<file path="config.mk">
export PLATFORM = sky130hd
export DESIGN_NAME = midpoint_circle_rasterizer_top
export DESIGN_NICKNAME = d
export VERILOG_FILES = /design/src/rtl/mcr_pkg.sv /design/src/rtl/mcr_front.sv /design/src/rtl/mcr_queue.sv /design/src/rtl/mcr_back.sv /design/src/rtl/midpoint_circle_rasterizer_top.sv
export SDC_FILE = /design/constraint.sdc
export NUM_CORES = 1
export LEC_CHECK = 0
export ABC_CLOCK_PERIOD_IN_PS = 7380
export BUFFER_PORTS_ARGS = -buffer_cell sky130_fd_sc_hd__buf_2
export CORE_AREA = 4 4 232 177
export DETAILED_ROUTE_END_ITERATION = 10
export DIE_AREA = 0 0 236 181
export HOLD_SLACK_MARGIN = 0.08
export PLACE_DENSITY = 0.78
export SYNTH_ARGS = -nofsm -noshare
export SYNTH_HDL_FRONTEND = slang
export SYNTH_SLANG_ARGS = --single-unit
</file>
<file path="constraint.sdc">
create_clock -name clk -period 7.38 [get_ports clk]
set_input_delay 0.738 -clock clk [delete_from_list [all_inputs] [get_ports clk]]
set_output_delay 0.738 -clock clk [all_outputs]
set_load 0.05 [all_outputs]
</file>
<file path="src/rtl/mcr_pkg.sv">
// ----------------------------------------------------------------------------
// mcr_pkg
// Shared types and constants for the midpoint circle rasterizer.
// ----------------------------------------------------------------------------
package mcr_pkg;

  localparam int DEF_SCREEN_WIDTH  = 320;
  localparam int DEF_SCREEN_HEIGHT = 200;

  // Depth of the job queue between front and back
  localparam int QUEUE_DEPTH = 4;

  localparam int COORD_W = 11;
  localparam int DEC_W   = 14;
  localparam int COLOR_W = 8;
  localparam int OFF_W   = 16;
  localparam int NPTS    = 8;

  // Input mode codes
  localparam logic MODE_START = 1'b0;
  localparam logic MODE_STEP  = 1'b1;

  // Decision term constants of the midpoint rule
  localparam logic [DEC_W-1:0] DEC_INIT = 14'd3;
  localparam logic [DEC_W-1:0] DEC_DIAG = 14'd10;
  localparam logic [DEC_W-1:0] DEC_AXIS = 14'd6;

  typedef enum logic {
    JOB_STATUS = 1'b0,
    JOB_POINTS = 1'b1
  } job_kind_t;

  typedef struct packed {
    job_kind_t                  kind;
    logic                       done;
    logic signed [COORD_W-1:0]  cx;
    logic signed [COORD_W-1:0]  cy;
    logic [COORD_W-1:0]         x;
    logic [COORD_W-1:0]         y;
    logic [COLOR_W-1:0]         color;
  } job_t;

endpackage

</file>
<file path="src/rtl/mcr_front.sv">
// ----------------------------------------------------------------------------
// mcr_front
// Accepts start and step items, keeps the octant state and issues one job
// per item: a status word or the octant position to be expanded.
// ----------------------------------------------------------------------------
module mcr_front
  import mcr_pkg::*;
(
  input  logic                      clk,
  input  logic                      rst_n,
  input  logic                      accept,
  input  logic                      mode,
  input  logic signed [COORD_W-1:0] center_x,
  input  logic signed [COORD_W-1:0] center_y,
  input  logic [9:0]                radius,
  input  logic [COLOR_W-1:0]        color,
  output job_t                      job,
  output logic                      job_push
);

  logic signed [COORD_W-1:0] cx_r, cx_nxt;
  logic signed [COORD_W-1:0] cy_r, cy_nxt;
  logic [COLOR_W-1:0]        col_r, col_nxt;
  logic [COORD_W-1:0]        x_r, x_nxt;
  logic [COORD_W-1:0]        y_r, y_nxt;
  logic [DEC_W-1:0]          dec_r, dec_nxt;
  logic                      act_r, act_nxt;

  logic [COORD_W-1:0] x_step, y_step;
  logic               dec_pos;
  logic [DEC_W-1:0]   diff;
  logic [DEC_W-1:0]   dec_step;

  // y drops to -1 on the last step of a zero radius, so compare signed
  assign x_step  = x_r + 11'd1;
  assign dec_pos = ($signed(dec_r) > $signed(14'd0));
  assign y_step  = dec_pos ? (y_r - 11'd1) : y_r;
  assign diff    = DEC_W'($signed(x_step)) - DEC_W'($signed(y_step));
  assign dec_step = dec_pos ? (dec_r + (diff << 2) + DEC_DIAG)
                            : (dec_r + (DEC_W'(x_step) << 2) + DEC_AXIS);

  always_comb begin
    cx_nxt   = cx_r;
    cy_nxt   = cy_r;
    col_nxt  = col_r;
    x_nxt    = x_r;
    y_nxt    = y_r;
    dec_nxt  = dec_r;
    act_nxt  = act_r;
    job      = '0;
    job.kind = JOB_STATUS;
    job_push = accept;
    if (accept) begin
      if (mode == MODE_START) begin
        cx_nxt   = center_x;
        cy_nxt   = center_y;
        col_nxt  = color;
        x_nxt    = '0;
        y_nxt    = COORD_W'(radius);
        dec_nxt  = DEC_INIT - (DEC_W'(radius) << 1);
        act_nxt  = 1'b1;
        job.done = 1'b0;
      end else if (!act_r || ($signed(x_r) > $signed(y_r))) begin
        // nothing left to draw: report done, clear the active flag, hold the rest
        act_nxt  = 1'b0;
        job.done = 1'b1;
      end else begin
        x_nxt     = x_step;
        y_nxt     = y_step;
        dec_nxt   = dec_step;
        act_nxt   = ($signed(x_step) <= $signed(y_step));
        job.kind  = JOB_POINTS;
        job.done  = ($signed(x_step) > $signed(y_step));
        job.cx    = cx_r;
        job.cy    = cy_r;
        job.x     = x_r;
        job.y     = y_r;
        job.color = col_r;
      end
    end
  end

  always_ff @(posedge clk) begin
    if (!rst_n) begin
      cx_r  <= '0;
      cy_r  <= '0;
      col_r <= '0;
      x_r   <= '0;
      y_r   <= '0;
      dec_r <= '0;
      act_r <= 1'b0;
    end else begin
      cx_r  <= cx_nxt;
      cy_r  <= cy_nxt;
      col_r <= col_nxt;
      x_r   <= x_nxt;
      y_r   <= y_nxt;
      dec_r <= dec_nxt;
      act_r <= act_nxt;
    end
  end

endmodule

</file>
<file path="src/rtl/mcr_queue.sv">
// ----------------------------------------------------------------------------
// mcr_queue
// Short job queue that decouples the front from the pixel back end.
// ----------------------------------------------------------------------------
module mcr_queue
  import mcr_pkg::*;
(
  input  logic clk,
  input  logic rst_n,
  input  logic wr_en,
  input  job_t wr_job,
  output logic q_full,
  input  logic rd_en,
  output job_t rd_job,
  output logic q_valid
);

  localparam int PTR_W = (QUEUE_DEPTH > 1) ? $clog2(QUEUE_DEPTH) : 1;
  localparam int CNT_W = $clog2(QUEUE_DEPTH + 1);
  localparam logic [CNT_W-1:0] DEPTH_C = CNT_W'(QUEUE_DEPTH);
  localparam logic [PTR_W-1:0] LAST_P  = PTR_W'(QUEUE_DEPTH - 1);

  job_t             slot_r [QUEUE_DEPTH];
  logic [PTR_W-1:0] wp_r, wp_nxt;
  logic [PTR_W-1:0] rp_r, rp_nxt;
  logic [CNT_W-1:0] cnt_r, cnt_nxt;
  logic             do_wr, do_rd;

  assign q_full  = (cnt_r == DEPTH_C);
  assign q_valid = (cnt_r != '0);
  assign rd_job  = slot_r[rp_r];
  assign do_wr   = wr_en && !q_full;
  assign do_rd   = rd_en && q_valid;

  always_comb begin
    wp_nxt  = wp_r;
    rp_nxt  = rp_r;
    cnt_nxt = cnt_r;
    if (do_wr) begin
      wp_nxt = (wp_r == LAST_P) ? '0 : wp_r + PTR_W'(1);
    end
    if (do_rd) begin
      rp_nxt = (rp_r == LAST_P) ? '0 : rp_r + PTR_W'(1);
    end
    if (do_wr && !do_rd) begin
      cnt_nxt = cnt_r + CNT_W'(1);
    end else if (do_rd && !do_wr) begin
      cnt_nxt = cnt_r - CNT_W'(1);
    end
  end

  always_ff @(posedge clk) begin
    if (do_wr) begin
      slot_r[wp_r] <= wr_job;
    end
  end

  always_ff @(posedge clk) begin
    if (!rst_n) begin
      wp_r  <= '0;
      rp_r  <= '0;
      cnt_r <= '0;
    end else begin
      wp_r  <= wp_nxt;
      rp_r  <= rp_nxt;
      cnt_r <= cnt_nxt;
    end
  end

endmodule

</file>
<file path="src/rtl/mcr_back.sv">
// ----------------------------------------------------------------------------
// mcr_back
// Expands a job into its eight symmetric points, clips them to the screen
// and writes one result word per cycle while the output register is free.
// ----------------------------------------------------------------------------
module mcr_back
  import mcr_pkg::*;
#(
  parameter int SCREEN_WIDTH  = DEF_SCREEN_WIDTH,
  parameter int SCREEN_HEIGHT = DEF_SCREEN_HEIGHT
) (
  input  logic               clk,
  input  logic               rst_n,
  input  logic               q_valid,
  input  job_t               q_job,
  output logic               q_pop,
  output logic               empty,
  input  logic               pop,
  output logic [OFF_W-1:0]   pixel_offset,
  output logic [COLOR_W-1:0] pixel_color,
  output logic               visible,
  output logic               last,
  output logic               done_res
);

  localparam int PW = COORD_W + 1;
  localparam int MW = 21;
  localparam logic [COORD_W-1:0] W_L = COORD_W'(SCREEN_WIDTH);
  localparam logic [COORD_W-1:0] H_L = COORD_W'(SCREEN_HEIGHT);

  // expansion stage
  logic                 m_v_r, m_v_nxt;
  job_kind_t            m_kind_r;
  logic                 m_done_r;
  logic [COLOR_W-1:0]   m_col_r;
  logic [NPTS-1:0]      m_mask_r, m_mask_nxt;
  logic signed [PW-1:0] m_px_r [NPTS];
  logic signed [PW-1:0] m_py_r [NPTS];

  // output register
  logic               o_v_r, o_v_nxt;
  logic [OFF_W-1:0]   o_off_r;
  logic [COLOR_W-1:0] o_col_r;
  logic               o_vis_r, o_last_r, o_dn_r;

  logic signed [PW-1:0] pt_px [NPTS];
  logic signed [PW-1:0] pt_py [NPTS];
  logic [NPTS-1:0]      pt_vis;
  logic signed [PW-1:0] cxe, cye, xe, ye;

  logic                 o_free, emit, is_status, fin, load;
  logic [NPTS-1:0]      sel_bit, rest;
  logic [2:0]           sel_idx;
  logic signed [PW-1:0] sel_px, sel_py;
  logic [MW-1:0]        off_full;

  // eight symmetric points of the octant position
  assign cxe = PW'(q_job.cx);
  assign cye = PW'(q_job.cy);
  assign xe  = $signed({1'b0, q_job.x});
  assign ye  = $signed({1'b0, q_job.y});

  always_comb begin
    pt_px[0] = cxe + xe;  pt_py[0] = cye + ye;
    pt_px[1] = cxe - xe;  pt_py[1] = cye + ye;
    pt_px[2] = cxe + xe;  pt_py[2] = cye - ye;
    pt_px[3] = cxe - xe;  pt_py[3] = cye - ye;
    pt_px[4] = cxe + ye;  pt_py[4] = cye + xe;
    pt_px[5] = cxe - ye;  pt_py[5] = cye + xe;
    pt_px[6] = cxe + ye;  pt_py[6] = cye - xe;
    pt_px[7] = cxe - ye;  pt_py[7] = cye - xe;
    for (int i = 0; i < NPTS; i++) begin
      pt_vis[i] = !pt_px[i][PW-1] && (pt_px[i][COORD_W-1:0] < W_L) &&
                  !pt_py[i][PW-1] && (pt_py[i][COORD_W-1:0] < H_L);
    end
  end

  // lowest pending point goes out first
  always_comb begin
    sel_idx = '0;
    for (int i = NPTS - 1; i >= 0; i--) begin
      if (m_mask_r[i]) begin
        sel_idx = 3'(i);
      end
    end
    sel_bit = NPTS'(1) << sel_idx;
    rest    = m_mask_r & ~sel_bit;
    sel_px  = m_px_r[sel_idx];
    sel_py  = m_py_r[sel_idx];
    off_full = MW'(sel_py[9:0]) * MW'(W_L) + MW'(sel_px[9:0]);
  end

  assign o_free    = !o_v_r || pop;
  assign emit      = m_v_r && o_free;
  assign is_status = (m_kind_r == JOB_STATUS) || (m_mask_r == '0);
  assign fin       = emit && (is_status || (rest == '0));
  assign load      = q_valid && (!m_v_r || fin);
  assign q_pop     = load;

  always_comb begin
    m_v_nxt    = m_v_r;
    m_mask_nxt = m_mask_r;
    if (emit) begin
      m_mask_nxt = rest;
    end
    if (fin) begin
      m_v_nxt = 1'b0;
    end
    if (load) begin
      m_v_nxt    = 1'b1;
      m_mask_nxt = (q_job.kind == JOB_POINTS) ? pt_vis : '0;
    end
    o_v_nxt = o_v_r;
    if (pop) begin
      o_v_nxt = 1'b0;
    end
    if (emit) begin
      o_v_nxt = 1'b1;
    end
  end

  always_ff @(posedge clk) begin
    if (!rst_n) begin
      m_v_r <= 1'b0;
      o_v_r <= 1'b0;
    end else begin
      m_v_r <= m_v_nxt;
      o_v_r <= o_v_nxt;
    end
  end

  always_ff @(posedge clk) begin
    m_mask_r <= m_mask_nxt;
    if (load) begin
      m_kind_r <= q_job.kind;
      m_done_r <= q_job.done;
      m_col_r  <= q_job.color;
      for (int i = 0; i < NPTS; i++) begin
        m_px_r[i] <= pt_px[i];
        m_py_r[i] <= pt_py[i];
      end
    end
    if (emit) begin
      o_dn_r <= m_done_r;
      if (is_status) begin
        o_off_r  <= '0;
        o_col_r  <= '0;
        o_vis_r  <= 1'b0;
        o_last_r <= 1'b1;
      end else begin
        o_off_r  <= off_full[OFF_W-1:0];
        o_col_r  <= m_col_r;
        o_vis_r  <= 1'b1;
        o_last_r <= (rest == '0);
      end
    end
  end

  assign empty        = !o_v_r;
  assign pixel_offset = o_off_r;
  assign pixel_color  = o_col_r;
  assign visible      = o_vis_r;
  assign last         = o_last_r;
  assign done_res     = o_dn_r;

endmodule

</file>
<file path="src/rtl/midpoint_circle_rasterizer_top.sv">
// ----------------------------------------------------------------------------
// midpoint_circle_rasterizer_top
// Midpoint circle rasterizer: one octant step per item, pixel writes out.
// ----------------------------------------------------------------------------
// Input channel: push/full. A start item (mode 0) latches center, radius and
// color and answers with one status word. A step item (mode 1) expands the
// current octant position into up to eight pixel writes (off-screen points
// dropped, duplicates kept); a step with nothing visible, or one after the
// circle is finished, answers with one status word. last marks the final
// word of each item, done_res flags a finished circle.
// Result channel: empty/pop, the oldest word sits on the out_ ports.
// Path: accept, job queue, expansion stage, output register.
// Throughput: while the receiver pops, the back end writes one word per cycle
// through a single offset multiplier; an item gives max(1, visible points)
// words, at most eight. The front takes an item every cycle while its
// four-entry job queue has room.
// Reset: clears the octant state (no circle active) and empties the queue
// and output register. When the receiver stops popping, the output word
// holds, the back end stalls, and full rises once the queue fills.
// ----------------------------------------------------------------------------
module midpoint_circle_rasterizer_top
  import mcr_pkg::*;
#(
  parameter int SCREEN_WIDTH  = DEF_SCREEN_WIDTH,
  parameter int SCREEN_HEIGHT = DEF_SCREEN_HEIGHT
) (
  input  logic                      clk,
  input  logic                      rst_n,
  input  logic                      push,
  output logic                      full,
  input  logic                      in_mode,
  input  logic signed [COORD_W-1:0] in_center_x,
  input  logic signed [COORD_W-1:0] in_center_y,
  input  logic [9:0]                in_radius,
  input  logic [COLOR_W-1:0]        in_color,
  output logic                      empty,
  input  logic                      pop,
  output logic [OFF_W-1:0]          out_pixel_offset,
  output logic [COLOR_W-1:0]        out_pixel_color,
  output logic                      out_visible,
  output logic                      out_last,
  output logic                      out_done_res
);

  job_t f_job, q_job;
  logic f_push, q_full, q_valid, q_pop;
  logic in_acc;

  assign full   = q_full;
  assign in_acc = push && !q_full;

  mcr_front u_front (
    .clk      (clk),
    .rst_n    (rst_n),
    .accept   (in_acc),
    .mode     (in_mode),
    .center_x (in_center_x),
    .center_y (in_center_y),
    .radius   (in_radius),
    .color    (in_color),
    .job      (f_job),
    .job_push (f_push)
  );

  mcr_queue u_queue (
    .clk     (clk),
    .rst_n   (rst_n),
    .wr_en   (f_push),
    .wr_job  (f_job),
    .q_full  (q_full),
    .rd_en   (q_pop),
    .rd_job  (q_job),
    .q_valid (q_valid)
  );

  mcr_back #(
    .SCREEN_WIDTH  (SCREEN_WIDTH),
    .SCREEN_HEIGHT (SCREEN_HEIGHT)
  ) u_back (
    .clk          (clk),
    .rst_n        (rst_n),
    .q_valid      (q_valid),
    .q_job        (q_job),
    .q_pop        (q_pop),
    .empty        (empty),
    .pop          (pop),
    .pixel_offset (out_pixel_offset),
    .pixel_color  (out_pixel_color),
    .visible      (out_visible),
    .last         (out_last),
    .done_res     (out_done_res)
  );

endmodule

</file>
# Word level (Yosys, flattened, before mapping)
# Memories as Yosys holds them, arrays and structs flattened. A register that Yosys moved wholly into a read port is not among the register bits.
# Index checks and enable logic that the tools add are counted.
# totals
wordCells	166
n_memories	3
rom_bits	0
ram_bits	408
out_inout_bits	29
latchBits	0
ff_bits	121
input_bits	45
# op_classes
add_sub_neg	21
eq_ne	4
order_cmp	12
mul	1
shifts	1
bitwise	4
n_mux	43
n_reduce_logical	56
div	0
# memory_table
memory	depth	width	rd	rd_ports_with_merged_regs	wr	line_no	source
u_queue.slot_r	4	54	1	1	1	mcr_queue.sv:23	job_t slot_r [QUEUE_DEPTH];
u_back.m_px_r	8	12	1	0	8	mcr_back.sv:37	logic signed [PW-1:0] m_px_r [NPTS];
u_back.m_py_r	8	12	1	0	8	mcr_back.sv:38	logic signed [PW-1:0] m_py_r [NPTS];
# op_table
operator	count
$mux 52	2
$mux 11	5
$mux 54	1
$add 11x12->12	4
$sub 11x12->12	4
$lt 11x8->1 const B	4
$lt 11x9->1 const B	4
$mux 14	3
$mux 3	10
$logic_and 1x1->1	28
$mux 8	3
$gt 11x11->1	2
$add 16x10->16	1
$logic_not 8->1	2
$mux 1	15
$add 14x13->14	1
$add 14x14->14	1
$add 14x3->14 const B	1
$add 14x4->14 const B	1
$gt 14x1->1 const B	1
$logic_not 1->1	14
$sub 11x11->12	1
$sub 2x11->12 const A	1
$add 11x1->11 const B	1
18 further kinds	32

# Depth between registers and ports, before layout
# Gate-level depths: netlist (run 1).
# logic_depth
ltp_word	20
ltp_mapped	24
ltp_nobuf	22

# By module
# From an unflattened synthesis (run 1), not the netlist that was laid out.
# hier_totals
cells_unflattened	1989
hier_area_um2	23445.0
# by_module_without_submodules
mod	area_each_um2	seq_area_each_um2	instances	cells_per_inst
mcr_back	9372.7	3673.5	1	889
mcr_queue	8340.5	6666.4	1	333
mcr_front	5718.0	1341.3	1	766
midpoint_circle_rasterizer_top	13.8	0.0	1	1

# Worst setup path before layout (run 1)
# No wires, ideal clock.
# synth_timing
path_kind	register to register
startpoint	register u_front.dec_r[1]
endpoint	register u_front.dec_r[12]
path_stages_with_launch	25
synth_period_minus_slack_ps	4810
slack_ps	2570
arrival_time_ps	4678
required_ps	7248
path_buffers	2
setup_ps	132
path_cell_list	dfxtp_1 -> nor4_1 -> a41oi_1 -> clkbuf_1 -> clkbuf_1 -> xnor2_1 -> ha_1 -> fa_1 -> nor2b_1 -> o21ai_0 -> a21boi_0 -> o21ai_0 -> a21boi_0 -> o21a_1 -> nor2_1 -> xnor2_1 -> ha_1 -> ha_1 -> or2_2 -> a21oi_1 -> a21oi_1 -> xnor2_1 -> mux2i_1 -> o21ai_0 -> a21oi_1
# synth_between
elab_chain_cells	8
word_cells_on_any_way	10
classes_between	add/sub: 5; order compare: 1; mux: 4
# synth_rtl
item	line_no	source
from (decl)	mcr_front.sv:26	logic [DEC_W-1:0] dec_r, dec_nxt;
from (signal assigned)	mcr_front.sv:98	dec_r <= dec_nxt;
$gt 14x1->1	mcr_front.sv:36	assign dec_pos = ($signed(dec_r) > $signed(14'd0));
$mux 11	mcr_front.sv:37	assign y_step = dec_pos ? (y_r - 11'd1) : y_r;
$sub 11x11->12	mcr_front.sv:38	assign diff = DEC_W'($signed(x_step)) - DEC_W'($signed(y_step));
$add 14x14->14	mcr_front.sv:39	assign dec_step = dec_pos ? (dec_r + (diff << 2) + DEC_DIAG)
$add 14x4->14	mcr_front.sv:39	
$mux 14 (*)	mcr_front.sv:39	
$mux 14 (*)	mcr_front.sv:63	end else if (!act_r || ($signed(x_r) > $signed(y_r))) begin
$mux 14 (*)	mcr_front.sv:54	if (mode == MODE_START) begin
# Every way passes the cells marked *; elsewhere a longest branch is shown, timed or not. The select of a mux whose other input is x is not followed.
# A chain may end at the register's enable or synchronous reset.

# Worst setup path in the final report (run 1)
# layout_timing
startpoint	register u_front.dec_r[1]
endpoint	register u_front.dec_r[11]
# The elaborated chain is that of the path after synthesis.

==> results of run 1 <==
## state kept, by name (all words and copies together) (netlist names), 8 cells and up, named ones only
register / flops
u_front.col_r: 8
u_front.cx_r: 11
u_back.pixel_offset: 16
u_front.dec_r: 14
u_front.y_r: 11
u_front.x_r: 11
u_back.m_py_r: 38
u_back.m_col_r: 8
u_queue.slot_r: 216
u_front.cy_r: 11
u_back.m_px_r: 38
u_back.pixel_color: 8
u_back.m_mask_r: 8
## cells in the mapped netlist (all sizes together), types with 16 or more instances
| cell type | instances |
|---|---|
| inv | 125 |
| nand2 | 131 |
| o21ai | 67 |
| nand3 | 29 |
| o211ai | 18 |
| mux4 | 68 |
| edfxtp | 337 |
| nand2b | 21 |
| and2 | 70 |
| nor3 | 43 |
| a21oi | 152 |
| a21o | 17 |
| buf | 31 |
| clkbuf | 50 |
| xnor2 | 81 |
| a31oi | 19 |
| nor2b | 27 |
| ha | 181 |
| o31ai | 16 |
| xor2 | 44 |
| or3 | 18 |
| dfxtp | 78 |
| nor2 | 146 |
## cells by family (layout without fill, tap and decap cells)
family	count (synthesis)	after routing	synth area share (%)
buffers and inverters	208	290	3.70
AOI/OAI and AO/OA	406	406	11.4
xor gates and xnor gates	126	126	4.78
and+or+nand+nor	553	553	11.9
DFF	415	415	50.0
adders and majority gates	196	196	10.9
muxes	86	86	7.35
## per-stage QoR
step	setup slack [ps]	hold slack [ps]	util [%]	cell area, um2
CTS	1570	385	65.2	25500
finish	1480	409	65.2	25500
global route	1060	403	65.2	25500
global placement	1750	410	61.9	24200
detailed placement	1620	421	61.9	24200
floorplan	2570	400	-	23400
## final timing paths
kind / end / slack (ps) / cells after the start
max: u_front.dec_r[11] / 1480 / 19
min: u_front.col_r[1] / 410 / 3
max reg2reg: u_front.dec_r[11] / 1480 / 19
min reg2reg: u_back.done_res / 420 / 0
## critical path, cell delays in order (launching register included)
cell and delay [ps]:
dfxtp_1 360, nor4_1 640, a41oi_2 530, buf_4 330, xnor2_1 130, ha_1 220, fa_1 410, nor2b_1 110
o21ai_0 110, a21boi_0 320, o21ai_0 160, a21boi_0 460, nor2_1 110, ha_1 290, ha_1 240, o41a_1 480
a31oi_1 280, xnor2_1 160, a211oi_1 90, a2111oi_0 360
## metal layers
| layer | GRT usage (%) | part of all wire [%] |
|---|---|---|
| met2 | 38.2 | 44 |
| met3 | 4.91 | 8.4 |
| met1 | 38.0 | 45 |
| met5 | 0 | 0 |
| met4 | 6.22 | 2.3 |
## cell type report
cell class	count	area (um2)	area share, %
Sequential cell	415	11700	45.9
Tap cell	520	651	2.56
Clock buffer	59	1110	4.37
Inverter	127	483	1.90
Multi-Input combinational cell	1367	10800	42.6
Clock inverter	15	186	0.733
Timing Repair Buffer	89	485	1.91
==> summary.md, run 1 <==
| Metric | Value |
|---|---|
| CP Data Arrival Time | `about 6400 ps` |
| EDFF count, synth | `337` |
| Global-route wire length before repair | `approximately 86000 um` |
| CP Class | `register to register` |
| Grt ovf | `0` |
| Tot GR Track Use | `25.2%` |
| Synth Instances | `1990` |
| Clk sinks | `415` |
| CTS tree | `built` |
| Clock root buffer | `clkbuf_16` |
| Proportion of layout cells with a drive suffix above 1 | `12.9%` |
| Most common cell after layout, fill and taps aside | `edfxtp_1` |
| Slew Limit Headroom | `23.0%` |
| Die Height | `about 180 um` |
| Setup Viol. Count Final | `0` |
| Max-slew violations | `0` |
| Unrepaired setup endpoints after global routing | `no` |
| Total CTS buffers | `40` |
| Final Hold Fails | `0` |
| Fin crit share | `80.0%` |
| Largest net degree at the start of global routing | `93` |
| Number of max-cap violations | `0` |
| WP data required | `7840 ps` |
| Maximum clock insertion buffer count | `3` |
| Largest area contributor in the netlist | `edfxtp_1` |
| Path category of the worst min-delay check | `input port to register` |
| Antenna fix cells | `0` |
| Worst-Margin Slew | `1150 ps` |
| Die area | `42700 um2` |
| Final HPWL DP | `38800 um` |
| Residual DRC | `0` |
| TNS Setup | `0 ps` |
| H-tree depth | `2` |
| Synthesized area | `between 20000 and 25000 um2` |
| FF-to-FF Start | `u_front.dec_r[1]` |
| DRT iter0 DRCs | `1470` |
| Mean routed wirelength per cell | `21.1 um` |
| Syn_area_per_cell | `11.7 um2` |
| Top cell type's share of synthesized area | `43.3%` |
| Final Net Count | `2280` |
| DIE WIDTH | `236 um` |
| ANT nets after route | `0` |
| Standard-cell rows | `63` |
| Core area | `~40000 um2` |
| Routed WL | `54600 um` |
| DP Cell Count | `2518` |
| Clk_skew | `approximately 37 ps` |
| Most used DFF post-synth | `edfxtp_1` |
| Placer Congestion | `~0.97` |
| Status | `finished clean` |
| Synth cell types | `95` |
| Routed vias/inst | `between 6 and 7` |
| YS warnings | `0` |
| Setup crit end kind | `register` |
| Clock-pin transition on the worst setup and hold timing paths | `70 ps` |
| CTS Hold Bufs | `0` |
| Syn Nets | `2230` |
| Post-cts gate resize count | `0` |
| Hold Path Origin | `in_color[1]` |
| Synth top area cells | `edfxtp_1 (43%), ha_1 (9.7%), dfxtp_1 (6.7%), mux4_2 (6.6%), a21oi_1 (3.2%)` |
| Critical Path Source | `u_front.dec_r[1]` |
| Startpoint types | `register` |
| DR pass1 iterations | `7` |
| Sequential area share after synthesis | `50.0%` |
| Post-CTS Setup Repair Bufs | `0` |
| Fmax | `169 MHz` |
| I/O pins | `74` |
| Post-synth ARST share | `0%` |
| Initial antenna violation count | `0` |
| Register bit total from synthesis | `415` |
| Via count | `~16k` |
| Starting Density | `between 50% and 60%` |
| Port Buffers | `73` |
| Fillers | `2916` |
| Non-Filler Instances | `2592` |
| Commonest non-fill, non-tap cells in the layout | `edfxtp_1 (337), ha_1 (181), a21oi_1 (149)` |
| Clk_lat worst skew | `about 570 ps` |
| P&R area growth vs syn | `8.90%` |
| Max Fanout on Critical Path | `13` |
| Minimum clock period | `5900 ps` |
| Vias in the first global route | `15.5k` |
Power of run 1 is left out: the tool's default activity adds up to more than one toggle a clock period on the data nets, which glitch-free logic cannot reach.
==> run 2: changes to the inputs <==
--- a/config.mk
+++ b/config.mk
@@ -5,11 +5,12 @@
 export SDC_FILE = /design/constraint.sdc
 export NUM_CORES = 1
 export LEC_CHECK = 0
-export ABC_CLOCK_PERIOD_IN_PS = 7380
+export ABC_AREA = 1
+export ABC_CLOCK_PERIOD_IN_PS = 6000
 export BUFFER_PORTS_ARGS = -buffer_cell sky130_fd_sc_hd__buf_2
-export CORE_AREA = 4 4 232 177
+export CORE_AREA = 4 4 239 182
 export DETAILED_ROUTE_END_ITERATION = 10
-export DIE_AREA = 0 0 236 181
+export DIE_AREA = 0 0 243 186
 export HOLD_SLACK_MARGIN = 0.08
 export PLACE_DENSITY = 0.78
 export SYNTH_ARGS = -nofsm -noshare
==> constraint.sdc (replaced) <==
create_clock -name clk -period 6 [get_ports clk]
set_input_delay 0.6 -clock clk [delete_from_list [all_inputs] [get_ports clk]]
set_output_delay 0.6 -clock clk [all_outputs]
set_load 0.05 [all_outputs]
==> run 2 against run 1 <==
Routed wire length rose by 31%. Synthesized area rose by 6.3%. Global-route usage rose by 5.9 points. Non-clock buffer count rose by 22. Cell area rose by 6.6%. Hold slack got worse by 110 ps. Highest routed layer is now met5. Largest cell class unchanged.
==> summary.md, run 2 <==
| Metric | Value |
|---|---|
| Status | `finished clean (unchanged)` |
| Initial antenna violation count | `2 (was 0)` |
| Clk_lat worst skew | `580 ps (was 570 ps)` |
| ANT nets after route | `0 (unchanged)` |
| Final Net Count | `3206 (was 2280)` |
| Grt ovf | `0 (unchanged)` |
| Most used DFF post-synth | `edfxtp_1 (unchanged)` |
| Final core occ | `66.4% (was 65.2%)` |
| Total CTS buffers | `42 (was 40)` |
| Largest registers | `u_queue.slot_r: 216 flops, u_back.m_px_r: 38 flops, u_back.m_py_r: 38 flops (unchanged)` |
| Design area | `27100 um2 (was 25500 um2)` |
| Placer Congestion | `1.05 (was 0.968)` |
| Largest net degree at the start of global routing | `106 (was 93)` |
| Compound-Gate Fraction of Synth Area | `11.7% (was 11.4%)` |
| Global-route wire length before repair | `111000 um (was 86000 um)` |
| Setup crit end kind | `register (unchanged)` |
| DR pass1 iterations | `6 (was 7)` |
| Port Buffers | `73 (unchanged)` |
| Final Hold Fails | `0 (unchanged)` |
| Simple-gate portion of the synthesized area | `20.3% (was 11.9%)` |
| Largest area contributor in the netlist | `edfxtp_1 (unchanged)` |
| Maximum clock insertion buffer count | `3 (unchanged)` |
| Most common cell in the synthesized netlist | `nand2_1 (was edfxtp_1)` |
| Hold slack final | `301 ps (was 409 ps)` |
| Synth Instances | `2920 (was 1990)` |
| Top cell type's share of synthesized area | `40.7% (was 43.3%)` |
| Mux contribution to synthesized area | `0% (was 7.35%)` |
| Via count | `21.0k (was 16.0k)` |
| Max-slew violations | `0 (unchanged)` |
| Slew Limit Headroom | `21.0% (was 23.0%)` |
| TNS Setup | `0 ps (unchanged)` |
| Largest Register | `u_queue.slot_r (unchanged)` |
| CTS Hold Bufs | `0 (unchanged)` |
| Synth Area in Adders | `10.2% (was 10.9%)` |
| Largest family of logic cells by synthesized area | `simple AND/OR/NAND/NOR gates (unchanged)` |
| H-tree depth | `2 (unchanged)` |
| DIE WIDTH | `243 um (was 236 um)` |
| YS warnings | `0 (unchanged)` |
| Syn_area_per_cell | `8.51 um2 (was 11.7 um2)` |
| Most common cell after layout, fill and taps aside | `nand2_1 (was edfxtp_1)` |
| Antenna fix cells | `0 (unchanged)` |
| Clock root buffer | `clkbuf_16 (unchanged)` |
| Final HPWL DP | `51500 um (was 38800 um)` |
| Startpoint types | `register (unchanged)` |
| Post-CTS Setup Repair Bufs | `0 (unchanged)` |
| CP Data Arrival Time | `5140 ps (was 6360 ps)` |
| Post-Synth XOR/XNOR Area | `2.92% (was 4.78%)` |
| Clk sinks | `415 (unchanged)` |
| DRT iter0 DRCs | `2885 (was 1470)` |
| Post-synth top cells | `nand2_1 (554), inv_1 (377), nor2_1 (351) (was edfxtp_1 (337), ha_1 (181), a21oi_1 (149))` |
| Max Fanout on Critical Path | `83 (was 13)` |
| Fin crit share | `79.2% (was 80.0%)` |
| Mean routed wirelength per cell | `20.2 um (was 21.1 um)` |
| Fmax | `210 MHz (was 169 MHz)` |
| Clk_skew | `62.7 ps (was 37.2 ps)` |
| Proportion of layout cells with a drive suffix above 1 | `7.67% (was 12.9%)` |
| Routed WL | `71400 um (was 54600 um)` |
| EDFF count, synth | `337 (unchanged)` |
| Starting Density | `60.9% (was 59.9%)` |
| WP data required | `6380 ps (was 7840 ps)` |
| Core area | `40800 um2 (was 39000 um2)` |
| Commonest non-fill, non-tap cells in the layout | `nand2_1 (553), inv_1 (377), nor2_1 (347) (was edfxtp_1 (337), ha_1 (181), a21oi_1 (149))` |
| Number of max-cap violations | `0 (unchanged)` |
| CTS tree | `built (unchanged)` |
| Die Height | `186 um (was 181 um)` |
| Post-synth ARST share | `0% (unchanged)` |
| Synth top area cells | `edfxtp_1 (41%), ha_1 (9.1%), nand2_1 (8.4%), dfxtp_1 (6.3%), inv_1 (5.7%) (was edfxtp_1 (43%), ha_1 (9.7%), dfxtp_1 (6.7%), mux4_2 (6.6%), a21oi_1 (3.2%))` |
| Standard-cell rows | `64 (was 63)` |
| Sequential area share after synthesis | `47.0% (was 50.0%)` |
| Synthesized area | `24900 um2 (was 23400 um2)` |
| Register bit total from synthesis | `415 (unchanged)` |
| CP Class | `register to register (unchanged)` |
| Die area | `45200 um2 (was 42700 um2)` |
| Tot GR Track Use | `31.2% (was 25.2%)` |
| Path category of the worst min-delay check | `input port to register (unchanged)` |
| Clock-pin transition on the worst setup and hold timing paths | `60 ps (was 70 ps)` |
| Setup Viol. Count Final | `0 (unchanged)` |
| I/O pins | `74 (unchanged)` |
| Routed vias/inst | `5.95 (was 6.16)` |
| Residual DRC | `0 (unchanged)` |
| Dpl cell area | `25700 um2 (was 24200 um2)` |
| Post-cts gate resize count | `0 (unchanged)` |
| Unrepaired setup endpoints after global routing | `no (unchanged)` |
| Synth cell types | `46 (was 95)` |
| Vias in the first global route | `19.9k (was 15.5k)` |
| Minimum clock period | `4750 ps (was 5900 ps)` |
| P&R area growth vs syn | `9.12% (was 8.90%)` |
| Largest register FFs | `216 (unchanged)` |
| Syn Nets | `3160 (was 2230)` |
| Worst-Margin Slew | `1190 ps (was 1150 ps)` |
run 2: cell types whose count changed in the layout (fill, tap and decap cells not counted), sizes merged, moves of 25 or more:
cell,previous run,this run
o21ai,67,213
mux4,68,0
a21oi,152,190
and2,70,0
a32oi,2,27
xnor2,81,15
nor2b,27,0
nand4,8,55
inv,127,396
nand2,131,559
nand3,29,178
nor2,146,355
run 2: cell families (layout without fill, tap and decap cells):
family,after synthesis,count (layout)
DFF,415,415
adders and majority gates,195,195
and+or+nand+nor,1207,1207
buffers and inverters,502,581
xor gates and xnor gates,83,83
AOI/OAI and AO/OA,518,518
run 2: layer usage:
metal	wire length [um]	track usage, %
met1	31200	44.8
met3	9070	9.89
met4	2180	9.51
met5	13	0
met2	28900	45.5
run 2: worst max-delay path: stages, from the launching register on:
cell	delay (ps)
edfxtp_1	430
inv_1	80
nand2_1	60
nand2_1	110
nand2_1	70
nand2_1	560
inv_2	300
o21ai_0	670
nand3_1	150
nand2_1	220
nand2_1	100
nand2_2	120
nand2_2	220
clkinv_2	230
buf_4	840
nand2_1	230
nand2_1	120
run 2: area by class of cell:
class / count / area, um2
Fill cell: 3274 / 13700
Sequential cell: 415 / 11700
Multi-Input combinational cell: 2003 / 11200
Inverter: 393 / 1480
Clock buffer: 56 / 1150
Timing Repair Buffer: 111 / 676
Tap cell: 528 / 661
Clock inverter: 21 / 228
run 2: final timing paths:
path | start | endpoint | slack [ps] | cells past startpoint
max | u_back.m_mask_r[7] | u_back.m_mask_r[3] | 1250 | 16
min reg2reg | u_back.m_done_r | u_back.done_res | 420 | 0
min | in_center_x[10] | u_front.cx_r[10] | 300 | 3
max reg2reg | u_back.m_mask_r[7] | u_back.m_mask_r[3] | 1250 | 16
run 2: stage by stage:
step / instances / setup slack, ps
floorplan: 2920 / 2120
global placement: 3450 / 1540
detailed placement: 3450 / 1460
CTS: 3527 / 1380
global route: 3527 / 903
finish: 3527 / 1250
Power of run 2 is left out for the same reason.
